`src/rtl/pscv_pkg.sv`:
```
// Package for the PCM sample format converter.
// Holds the register index codes and the byte order and width helpers.
// Depends on nothing.
package pscv_pkg;

    typedef enum logic [2:0] {
        REG_IN_BYTES       = 3'd0,
        REG_IN_SIGNED      = 3'd1,
        REG_IN_BIG_ENDIAN  = 3'd2,
        REG_IN_FLOAT       = 3'd3,
        REG_OUT_BYTES      = 3'd4,
        REG_OUT_SIGNED     = 3'd5,
        REG_OUT_BIG_ENDIAN = 3'd6,
        REG_OUT_FLOAT      = 3'd7
    } reg_idx_t;

    localparam logic [7:0] EXP_BIAS_INT = 8'd150;

    // byte count minus one, 0 acts as 1 and 5 to 7 as 4
    function automatic logic [1:0] bytes_code(input logic [2:0] b);
        logic [1:0] c;
        case (b)
            3'd0, 3'd1: c = 2'd0;
            3'd2:       c = 2'd1;
            3'd3:       c = 2'd2;
            default:    c = 2'd3;
        endcase
        return c;
    endfunction

    function automatic logic [31:0] byte_mask(input logic [1:0] c);
        logic [31:0] m;
        case (c)
            2'd0:    m = 32'h0000_00FF;
            2'd1:    m = 32'h0000_FFFF;
            2'd2:    m = 32'h00FF_FFFF;
            default: m = 32'hFFFF_FFFF;
        endcase
        return m;
    endfunction

    function automatic logic [31:0] rev_bytes(input logic [31:0] v, input logic [1:0] c);
        logic [31:0] r;
        case (c)
            2'd0:    r = {24'd0, v[7:0]};
            2'd1:    r = {16'd0, v[7:0], v[15:8]};
            2'd2:    r = {8'd0, v[7:0], v[15:8], v[23:16]};
            default: r = {v[7:0], v[15:8], v[23:16], v[31:24]};
        endcase
        return r;
    endfunction

    function automatic logic [31:0] sign_bit(input logic [1:0] c);
        return 32'h1 << {c, 3'b111};
    endfunction

    function automatic logic [4:0] lzc32(input logic [31:0] v);
        logic [4:0] n;
        n = 5'd31;
        for (int i = 0; i < 32; i++)
        begin
            if (v[i])
            begin
                n = 5'(31 - i);
            end
        end
        return n;
    endfunction

endpackage

```
`src/rtl/pcm_sample_format_converter.sv`:
```
// PCM sample format converter top level: four register stages.
// Depends on pscv_pkg.
//
//  channel   direction  handshake               payload
//  in        input      in_valid / in_stall     sample_in
//  out       output     out_valid / out_stall   sample_out, clipped
//  cfg       input      cfg_valid / cfg_ready   cfg_index, cfg_data
//
// One item a cycle while no stall is held; out_valid rises once the item has
// passed the s1, s2, s3 and output registers of the four-stage pipeline: decode
// and multiply, round or count leading zeros, integer round or normalize, byte order.
// Reset clears the valid bits and loads the register reset values.
// A stall held on a full output register freezes every stage.
module pcm_sample_format_converter (
    input  logic        clk,
    input  logic        rst_n,
    input  logic        in_valid,
    output logic        in_stall,
    input  logic [31:0] sample_in,
    output logic        out_valid,
    input  logic        out_stall,
    output logic [31:0] sample_out,
    output logic        clipped,
    input  logic        cfg_valid,
    output logic        cfg_ready,
    input  pscv_pkg::reg_idx_t cfg_index,
    input  logic [2:0]  cfg_data
);
    import pscv_pkg::*;

    logic [2:0] in_bytes_reg, out_bytes_reg;
    logic in_signed_reg, in_big_endian_reg, in_float_reg;
    logic out_signed_reg, out_big_endian_reg, out_float_reg;

    logic [1:0] ic, oc;
    logic isg, osg, en;

    logic        s1_valid_reg, s2_valid_reg, s3_valid_reg, out_valid_reg;
    logic [31:0] s1_word_reg, s1_word_next;
    logic [54:0] s1_prod_reg, s1_prod_next;
    logic        s1_sgn_reg, s1_sgn_next;
    logic [7:0]  s1_exp_reg, s1_exp_next;
    logic        s1_nan_reg, s1_nan_next, s1_inf_reg, s1_inf_next;
    logic        s1_zero_reg, s1_zero_next;

    logic [31:0] s2_word_reg, s2_word_next;
    logic        s2_neg_reg, s2_neg_next;
    logic [4:0]  s2_lz_reg, s2_lz_next;
    logic [24:0] s2_q_reg, s2_q_next;
    logic signed [9:0] s2_e2_reg, s2_e2_next;
    logic        s2_nan_reg, s2_inf_reg, s2_zero_reg;

    logic [31:0] s3_word_reg, s3_word_next;
    logic        s3_clip_reg, s3_clip_next;

    logic [31:0] sample_out_reg, sample_out_next;
    logic        clipped_reg;

    assign ic = in_float_reg ? 2'd3 : bytes_code(in_bytes_reg);
    assign oc = out_float_reg ? 2'd3 : bytes_code(out_bytes_reg);
    assign isg = in_float_reg | in_signed_reg;
    assign osg = out_float_reg | out_signed_reg;

    assign en        = !(out_valid_reg && out_stall);
    assign in_stall  = !en;
    assign cfg_ready = 1'b1;
    assign out_valid = out_valid_reg;
    assign sample_out = sample_out_reg;
    assign clipped   = clipped_reg;

    always_ff @(posedge clk or negedge rst_n)
    begin
        if (!rst_n)
        begin
            in_bytes_reg       <= 3'd2;
            in_signed_reg      <= 1'b1;
            in_big_endian_reg  <= 1'b0;
            in_float_reg       <= 1'b0;
            out_bytes_reg      <= 3'd2;
            out_signed_reg     <= 1'b1;
            out_big_endian_reg <= 1'b0;
            out_float_reg      <= 1'b0;
        end
        else if (cfg_valid)
        begin
            unique case (cfg_index)
                REG_IN_BYTES:       in_bytes_reg       <= cfg_data;
                REG_IN_SIGNED:      in_signed_reg      <= cfg_data[0];
                REG_IN_BIG_ENDIAN:  in_big_endian_reg  <= cfg_data[0];
                REG_IN_FLOAT:       in_float_reg       <= cfg_data[0];
                REG_OUT_BYTES:      out_bytes_reg      <= cfg_data;
                REG_OUT_SIGNED:     out_signed_reg     <= cfg_data[0];
                REG_OUT_BIG_ENDIAN: out_big_endian_reg <= cfg_data[0];
                REG_OUT_FLOAT:      out_float_reg      <= cfg_data[0];
                default: ;
            endcase
        end
    end

    // stage 1: native order, justify, unpack and scale
    always_comb
    begin
        logic [31:0] v, j;
        logic [23:0] m;
        logic [30:0] scale;
        v = sample_in & byte_mask(ic);
        if (in_big_endian_reg)
        begin
            v = rev_bytes(v, ic);
        end
        j = v;
        if (isg != osg)
        begin
            j = j ^ sign_bit(ic);
        end
        j = j << {~ic, 3'b000};
        m = {|v[30:23], v[22:0]};
        case (oc)
            2'd0:    scale = 31'd127;
            2'd1:    scale = 31'd32767;
            default: scale = 31'h7FFF_FFFF;
        endcase
        s1_word_next = in_float_reg ? v : j;
        s1_prod_next = 55'(m) * 55'(scale);
        s1_sgn_next  = v[31];
        s1_exp_next  = v[30:23];
        s1_nan_next  = (v[30:23] == 8'hFF) && (v[22:0] != 23'd0);
        s1_inf_next  = (v[30:23] == 8'hFF) && (v[22:0] == 23'd0);
        s1_zero_next = (v[30:23] == 8'h00);
    end

    // stage 2: product to single precision, leading zeros of integer magnitude
    always_comb
    begin
        logic [4:0]  dc;
        logic [86:0] sh;
        logic [24:0] kept;
        logic        rnd;
        logic [31:0] mag;
        case (oc)
            2'd0:    dc = s1_prod_reg[30] ? 5'd7 : 5'd6;
            2'd1:    dc = s1_prod_reg[38] ? 5'd15 : 5'd14;
            default: dc = s1_prod_reg[54] ? 5'd31 : 5'd30;
        endcase
        sh   = {s1_prod_reg, 32'd0} >> dc;
        kept = sh[56:32];
        rnd  = sh[31] && ((|sh[30:0]) || kept[0]);
        s2_q_next  = kept + 25'(rnd);
        s2_e2_next = $signed({5'd0, dc}) + $signed({2'd0, s1_exp_reg})
                   - $signed({2'd0, EXP_BIAS_INT});
        mag = s1_word_reg[31] ? (~s1_word_reg + 32'd1) : s1_word_reg;
        s2_lz_next   = lzc32(mag);
        s2_word_next = (!in_float_reg && out_float_reg) ? mag : s1_word_reg;
        s2_neg_next  = in_float_reg ? s1_sgn_reg : s1_word_reg[31];
    end

    // stage 3: round to integer and saturate, or normalize and pack, or pass the word through
    always_comb
    begin
        logic [33:0] limit, magn;
        logic [9:0]  nsh;
        logic [4:0]  sh5;
        logic [50:0] tmp;
        logic [31:0] t, n;
        logic [24:0] mr;
        logic [7:0]  ex;
        logic        clip, carry;
        limit = 34'd0;
        magn  = 34'd0;
        nsh   = 10'd0;
        sh5   = 5'd0;
        tmp   = 51'd0;
        t     = 32'd0;
        n     = 32'd0;
        mr    = 25'd0;
        ex    = 8'd0;
        clip  = 1'b0;
        carry = 1'b0;
        if (in_float_reg && out_float_reg)
        begin
            t = s2_word_reg;
        end
        else if (in_float_reg)
        begin
            case (oc)
                2'd0:    limit = 34'd127;
                2'd1:    limit = 34'd32767;
                default: limit = 34'h7FFF_FFFF;
            endcase
            limit = limit + 34'(s2_neg_reg);
            if (s2_nan_reg)
            begin
                clip = 1'b1;
            end
            else if (s2_inf_reg || (!s2_zero_reg && s2_e2_reg > 10'sd9))
            begin
                magn = limit;
                clip = 1'b1;
            end
            else if (s2_zero_reg)
            begin
                magn = 34'd0;
            end
            else if (!s2_e2_reg[9])
            begin
                magn = {9'd0, s2_q_reg} << s2_e2_reg[3:0];
            end
            else
            begin
                nsh  = -s2_e2_reg;
                sh5  = (nsh > 10'd26) ? 5'd26 : nsh[4:0];
                tmp  = {s2_q_reg, 26'd0} >> sh5;
                magn = 34'(tmp[50:26])
                     + 34'(tmp[25] && ((|tmp[24:0]) || tmp[26]));
            end
            if (magn > limit)
            begin
                magn = limit;
                clip = 1'b1;
            end
            t = s2_neg_reg ? (~magn[31:0] + 32'd1) : magn[31:0];
            if (oc == 2'd2)
            begin
                t = t >> 8;
            end
            t = t & byte_mask(oc);
            if (!osg)
            begin
                t = t ^ sign_bit(oc);
            end
        end
        else if (out_float_reg)
        begin
            n     = s2_word_reg << s2_lz_reg;
            mr    = {1'b0, n[31:8]} + 25'(n[7] && ((|n[6:0]) || n[8]));
            carry = mr[24];
            ex    = 8'd127 - {3'd0, s2_lz_reg} + {7'd0, carry};
            if (s2_word_reg != 32'd0)
            begin
                t = {s2_neg_reg, ex, carry ? 23'd0 : mr[22:0]};
            end
        end
        else
        begin
            t = s2_word_reg >> {~oc, 3'b000};
        end
        s3_word_next = t;
        s3_clip_next = clip;
    end

    always_comb
    begin
        sample_out_next = out_big_endian_reg ? rev_bytes(s3_word_reg, oc) : s3_word_reg;
        sample_out_next = sample_out_next & byte_mask(oc);
    end

    always_ff @(posedge clk or negedge rst_n)
    begin
        if (!rst_n)
        begin
            s1_valid_reg  <= 1'b0;
            s2_valid_reg  <= 1'b0;
            s3_valid_reg  <= 1'b0;
            out_valid_reg <= 1'b0;
        end
        else if (en)
        begin
            s1_valid_reg  <= in_valid;
            s2_valid_reg  <= s1_valid_reg;
            s3_valid_reg  <= s2_valid_reg;
            out_valid_reg <= s3_valid_reg;
        end
    end

    always_ff @(posedge clk)
    begin
        if (en)
        begin
            s1_word_reg    <= s1_word_next;
            s1_prod_reg    <= s1_prod_next;
            s1_sgn_reg     <= s1_sgn_next;
            s1_exp_reg     <= s1_exp_next;
            s1_nan_reg     <= s1_nan_next;
            s1_inf_reg     <= s1_inf_next;
            s1_zero_reg    <= s1_zero_next;
            s2_word_reg    <= s2_word_next;
            s2_neg_reg     <= s2_neg_next;
            s2_lz_reg      <= s2_lz_next;
            s2_q_reg       <= s2_q_next;
            s2_e2_reg      <= s2_e2_next;
            s2_nan_reg     <= s1_nan_reg;
            s2_inf_reg     <= s1_inf_reg;
            s2_zero_reg    <= s1_zero_reg;
            s3_word_reg    <= s3_word_next;
            s3_clip_reg    <= s3_clip_next;
            sample_out_reg <= sample_out_next;
            clipped_reg    <= s3_clip_reg;
        end
    end

    a_clip_path: assert property (@(posedge clk) disable iff (!rst_n)
        out_valid && clipped |-> in_float_reg && !out_float_reg)
        else $error("clipped set outside the float to integer path");

    a_stall_full: assert property (@(posedge clk) disable iff (!rst_n)
        in_stall |-> out_valid_reg && out_stall)
        else $error("input stalled with the output register free");

    a_upper_zero: assert property (@(posedge clk) disable iff (!rst_n)
        out_valid && oc == 2'd0 |-> sample_out[31:8] == 24'd0)
        else $error("unused output bytes not zero");

endmodule
```
`config.mk`:
```
export PLATFORM = sky130hd
export DESIGN_NAME = pcm_sample_format_converter
export DESIGN_NICKNAME = d
export VERILOG_FILES = /design/src/rtl/pscv_pkg.sv /design/src/rtl/pcm_sample_format_converter.sv
export SDC_FILE = /design/constraint.sdc
export NUM_CORES = 2
export LEC_CHECK = 0
export BUFFER_PORTS_ARGS = -buffer_cell sky130_fd_sc_hd__buf_2
export CAP_MARGIN = 20
export CELL_PAD_IN_SITES_DETAIL_PLACEMENT = 1
export CELL_PAD_IN_SITES_GLOBAL_PLACEMENT = 1
export CORE_ASPECT_RATIO = 1.25
export CORE_MARGIN = 8
export CORE_UTILIZATION = 38
export CTS_CLUSTER_DIAMETER = 30
export DETAILED_ROUTE_END_ITERATION = 12
export GPL_ROUTABILITY_DRIVEN = 1
export PLACE_DENSITY = 0.74
export SLEW_MARGIN = 10
export SYNTH_ARGS = -nofsm -noshare
export SYNTH_HDL_FRONTEND = slang
export SYNTH_SLANG_ARGS = --single-unit
```
`constraint.sdc`:
```
create_clock -name clk -period 11.4 [get_ports clk]
set_input_delay 0 -clock clk [delete_from_list [all_inputs] [get_ports clk]]
set_output_delay 0 -clock clk [all_outputs]
set_load 0.02 [all_outputs]
```
* Word level (Yosys, flattened, before mapping)
Index checks and enable logic that the tools add are counted.
** Cells by class
- Add/sub/neg operators :: 11
- Multipliers :: 1
- Magnitude comparators :: 3
- Eq/ne operators :: 19
- Shift operators :: 8
- Mux-type cells :: 78
- Bitwise logic cells :: 12
- Reductions and logical operators :: 43
** Operators with widths (number)
- 32-bit two-way mux :: 20
- 32-bit case mux with 3 select lines :: 4
- 34-bit two-way mux :: 8
- 31-bit case mux with 2 select lines :: 2
- 32-bit AND :: 3
- 87-bit by 5-bit right shift with 57-bit output :: 1
- 5-bit two-way mux :: 15
- 32-bit by 1-bit adder with 32-bit output (second input constant) :: 2
- 32-bit NOT :: 2
- 1-bit by 5-bit << shifter with 32-bit output (first input constant) :: 2
- 32-bit by 5-bit << shifter with 32-bit output :: 2
- 32-bit bitwise XOR :: 2
- 24-bit by 31-bit multiplier with 55-bit output :: 1
- 51-bit by 5-bit right shift with 51-bit output :: 1
- 34-bit by 1-bit adder with 34-bit output :: 1
- 34-bit > comparator :: 1
- 25-bit by 4-bit << shifter with 34-bit output :: 1
- 4-bit two-way mux :: 8
- 32-bit nonzero test :: 1
- 32-bit by 5-bit right shift with 32-bit output :: 1
- 31-bit OR reduction :: 1
- 25-bit by 1-bit adder with 26-bit output :: 1
- 24-bit by 1-bit adder with 25-bit output :: 1
- 25-bit by 1-bit adder with 25-bit output :: 1
- 37 further kinds :: 93
** Word-level totals
- Register bits :: 257
- Input port bits :: 43
- Output and inout bits :: 36

* Depth between registers and ports, before layout
- Depth in word-level cells :: 33
- Mapped depth :: 49
- Depth with buffers taken out :: 41

* Least setup slack after synthesis
Ideal clock, no wire load.
- Path kind :: register to register
- From :: register out_bytes_reg[2]
- To :: register s1_prod_reg[53] (data pin)
- Setup time :: 0.264 ns
- Arrival time :: 10.041 ns
- Data required time :: 11.136 ns
- Setup slack :: 1.096 ns
- Cell stages (with the launch flop) :: 39
- Buffers on the path :: 5
- Clock period less this slack :: 10.304 ns
- Path through :: dfrtp_1 -> or2_2 -> clkbuf_1 -> nor2_1 -> clkbuf_1 -> clkbuf_1 -> clkbuf_1 -> clkbuf_1 -> nor2_1 -> fa_1 -> fa_1 -> fa_1 -> inv_1 -> fa_1 -> fa_1 -> inv_1 -> fa_1 -> inv_1 -> [3 not listed] -> a21o_1 -> a21oi_1 -> o21ai_0 -> a21oi_1 -> o21ai_0 -> a41oi_1 -> a21oi_1 -> a22o_1 -> o41a_1 -> a221oi_1 -> a211oi_1 -> a2111oi_0 -> o21bai_1 -> a21oi_1 -> o31ai_1 -> nand2b_1 -> a31oi_1 -> xor2_1
** On the way
- Cells in the longest elaborated chain, start to end :: 7
- Elaborated cells on any way between the ends :: 11
- Classes of those cells :: mul (1); eq/ne (4); mux (3); reduce/logical (3)
** RTL lines
- from (decl) :: line pcm_sample_format_converter.sv:31 : logic [2:0] in_bytes_reg, out_bytes_reg;
- from (signal assigned) :: line pcm_sample_format_converter.sv:91 : REG_OUT_BYTES: out_bytes_reg <= cfg_data;
- 3-bit by 1-bit == test with 1-bit output or 3-bit logical NOT (tied branches) :: line pscv_pkg.sv:22 : case (b)
- 2-bit OR reduction :: line pscv_pkg.sv:22
- 2-bit case mux with 3 select lines * :: line pscv_pkg.sv:22
- 2-bit two-way mux * :: line pcm_sample_format_converter.sv:60 : assign oc = out_float_reg ? 2'd3 : bytes_code(out_bytes_reg);
- 2-bit by 1-bit == test with 1-bit output or 2-bit logical NOT (tied branches) :: line pcm_sample_format_converter.sv:118 : case (oc)
- 31-bit case mux with 2 select lines * :: line pcm_sample_format_converter.sv:118
- 24-bit by 31-bit multiplier with 55-bit output * :: line pcm_sample_format_converter.sv:124 : s1_prod_next = 55'(m) * 55'(scale);
- named net s1_prod_next[53] :: line pcm_sample_format_converter.sv:40 : logic [54:0] s1_prod_reg, s1_prod_next;
- to (signal assigned) :: line pcm_sample_format_converter.sv:280 : s1_prod_reg <= s1_prod_next;
- to (decl) :: line pcm_sample_format_converter.sv:40
Mark *: on every way through the listed nets, which the timed path passes. The rest lies on a longest branch.
A chain may end at the register's enable or synchronous reset.

* Worst setup path after layout
- From :: register in_big_endian_reg
- To :: register s1_prod_reg[53] (data pin)
** On the way
- Cells in the longest elaborated chain, start to end :: 3
** RTL lines
- from (decl) :: line pcm_sample_format_converter.sv:32 : logic in_signed_reg, in_big_endian_reg, in_float_reg;
- from (signal assigned) :: line pcm_sample_format_converter.sv:89 : REG_IN_BIG_ENDIAN: in_big_endian_reg <= cfg_data[0];
- 32-bit two-way mux :: line pcm_sample_format_converter.sv:107 : if (in_big_endian_reg)
- named net s1_exp_next[4] :: line pcm_sample_format_converter.sv:42 : logic [7:0] s1_exp_reg, s1_exp_next;
- 8-bit OR reduction :: line pcm_sample_format_converter.sv:117 : m = {|v[30:23], v[22:0]};
- 24-bit by 31-bit multiplier with 55-bit output :: line pcm_sample_format_converter.sv:124
- named net s1_prod_next[53] :: line pcm_sample_format_converter.sv:40
The timed path passes the listed nets, and every way through them passes these cells.

==> flow_metrics.tcl <==
set metrics [dict create \
    overflow 0 \
    areaGrowthSynthToFinish_pct 12.6 \
    io_buffer_count 77 \
    reg2reg_depth 35 \
    antenna_found_initial 4 \
    synth_cell_types 108 \
    drive_gt1_share_pct 11.3 \
    grt_max_degree 68 \
    initial_core_util_pct 38.4 \
    htreeDepth 2 \
    drt_first_pass_iters 9 \
    routabilityCongestion 0.969 \
    vias 34100 \
    numCtsBuffers 57 \
    drtIter0Drc 2574 \
    cp-startpoint "in_big_endian_reg$_DFFE_PN0P_" \
    worstPathMaxFanout 17 \
    critPathRequiredTime_ns 11.71 \
    die_area_mm2 0.112 \
    setup_viol 0 \
    die_y_um 372 \
    max_stage_delay_ns 0.72 \
    synth_flop_cell "edfxtp_1" \
    syn_area_per_cell_um2 9.01 \
    final_nets 5069 \
    hp-class "input port to flop" \
    fin_skew_ns 0.0846 \
    syn_nets 4970 \
    crit_path_end_kind "flop" \
    clock-sinks 257 \
    cp_slowest_cell "dfrtp_1" \
    grt_pass1_wl_um 219000 \
    drt_wl_total_um 144000 \
    path_clk_slew_ns 0.05 \
    largest_reg_flops 55 \
    worstSetupEndpoint "s1_prod_reg[53]$_DFFE_PN_" \
    r2r-end "s1_prod_reg[53]$_DFFE_PN_" \
    timing.final.crit_share_pct 94.7 \
    timing.rr.start "in_big_endian_reg$_DFFE_PN0P_" \
    path_class "flop to flop" \
    routedWlPerCell_um 25.1 \
    cts_tree "built" \
    grt_use_total_pct 25.0 \
    drc 0 \
    ys_ff_latch 257 \
    final-max-slew-violation-count 0 \
    cp.arrival_ns 11.11 \
    ys_async_sr_fraction_pct 6.23 \
    coreArea_mm2 0.101 \
    fp.dieW_um 301 \
    synthCells 4281 \
    setup_tns_ns 0 \
    final_common_cell "inv_1" \
    clock_path_buffers 3 \
    ff2ff_setup_slack_ns 0.60 \
    start_kind "flop" \
    worst_slew_pin_slew_ns 1.07 \
    hold_viol_final 0 \
    maxCapViolCount 0 \
    status "complete, no violations" \
    final_cell_mix "inv_1, fa_1, nand2_1" \
    rows 130 \
    antenna_left 0 \
    relSlewSlack_pct 28.5 \
    io_pins 79 \
    crit_top_cell "fa_1" \
    ys_warn_count 0 \
    fillers 11600 \
    clock_latency_ns 0.65 \
    seq_area_frac_synth_pct 19.8 \
    synth_edf_count 241 \
    max_freq_mhz 92.6 \
    routed_via_density 5.92 \
    root_buffer "clkbuf_16" \
    syn-cell-area_mm2 0.0386 \
    fin_crit_ns 10.80 \
    grt_pass1_vias 36300 \
    post-dp-hpwl_um 116000 \
    rsz0062_at_grt "no" \
]
-- worst max-delay path, delay by kind of cell (launching register included) --
kind,cells,cell delay [ns]
XOR/XNOR,1,0.14
AO/OA/AOI/OAI,11,2.75
flip-flops,1,0.72
adder cells (fa/ha/maj),8,4.06
buffers and inverters,7,1.66
AND/OR/NAND/NOR,7,0.88
multiplexers,1,0.20
-- worst min-delay path by stage --
| stage | start | endpoint | cells past startpoint |
|---|---|---|---|
| global placement | rst_n | in_big_endian_reg$_DFFE_PN0P_ | 1 |
| floorplan | rst_n | in_big_endian_reg$_DFFE_PN0P_ | 0 |
| detailed placement | rst_n | in_bytes_reg[2]$_DFFE_PN0P_ | 1 |
| finish | sample_in[23] | s1_exp_reg[0]$_DFFE_PN_ | 4 |
| global route | rst_n | in_bytes_reg[1]$_DFFE_PN1P_ | 2 |
| CTS | rst_n | in_bytes_reg[1]$_DFFE_PN1P_ | 2 |
-- logic make-up after synthesis --
family,Yosys count,synth area share [%]
AOI/OAI and AO/OA,967,16.6
other,1,0.00972
muxes,238,8.11
DFF,257,19.8
xor gates and xnor gates,196,4.45
adders and majority gates,646,28.8
buffers and inverters,758,7.51
and+or+nand+nor,1218,14.7
-- layout make-up --
cell class / count / area [um^2] / share of cell area (%)
Antenna cell: 2 / 5.00 / 0.0115
Clock buffer: 59 / 1430 / 3.30
Clock inverter: 49 / 691 / 1.59
Inverter: 544 / 2040 / 4.70
Multi-Input combinational cell: 3267 / 28200 / 64.9
Sequential cell: 257 / 7640 / 17.6
Tap cell: 1320 / 1650 / 3.80
Timing Repair Buffer: 253 / 1800 / 4.15
-- layer usage --
layer / share of wire (%) / wire (um) / GRT usage [%] / up-vias
met4: 6.5 / 9390 / 14.0 / 0
met2: 49 / 71100 / 43.8 / 1237
met3: 5.0 / 7230 / 2.54 / 404
li1: - / - / - / 15200
met1: 39 / 56500 / 29.8 / 17200
met5: 0 / 0 / 0 / -
-- timing repair --
action	CTS	global route
endpoints found under the setup margin	0	25
hold buffers	39	0
gates resized for setup	0	11
hold endpoints to repair	48	0
buffers inserted	0	5
-- stage by stage --
step	cells	worst slack [ns]	utilization, %	cell area (um^2)	hold WS [ns]
after floorplan	4281	1.10	-	38600	-0.296
after global placement	5594	0.581	40.6	40800	0.0360
after detailed placement	5594	0.490	40.6	40800	0.0440
after CTS	5741	0.381	43.1	43300	0.00912
after global routing	5750	0.0124	43.2	43400	0.0351
final	5751	0.601	43.2	43400	0.0464
-- synth_stat cells, drive strengths merged, types with 14 or more instances --
library cell	number	area [um^2]
a21oi	220	1100
or3	26	173
nor3b	14	105
a211oi	48	365
xnor2	132	1160
nor2b	27	169
nand3	75	375
nor3	80	422
clkbuf	163	612
fa	403	8070
and3	29	186
a22oi	40	305
or4	23	184
nand2b	27	169
nand4	34	213
inv	539	2020
ha	243	3040
o31ai	28	234
xor2	64	561
and2	28	175
nor4	44	275
o22ai	46	288
mux4	53	1190
or2	17	109
mux2	53	601
nand2	392	1470
o211ai	27	208
buf	51	245
a31oi	41	257
o21a	23	173
a221o	17	171
mux2i	132	1330
a21o	44	330
a221oi	19	166
o21bai	20	150
o21ai	231	1160
nor2	377	1420
a22o	23	201
edfxtp	241	7240
Power is not shown: default switching activity piles up to over one toggle a cycle in this logic, so the estimate is an artifact.
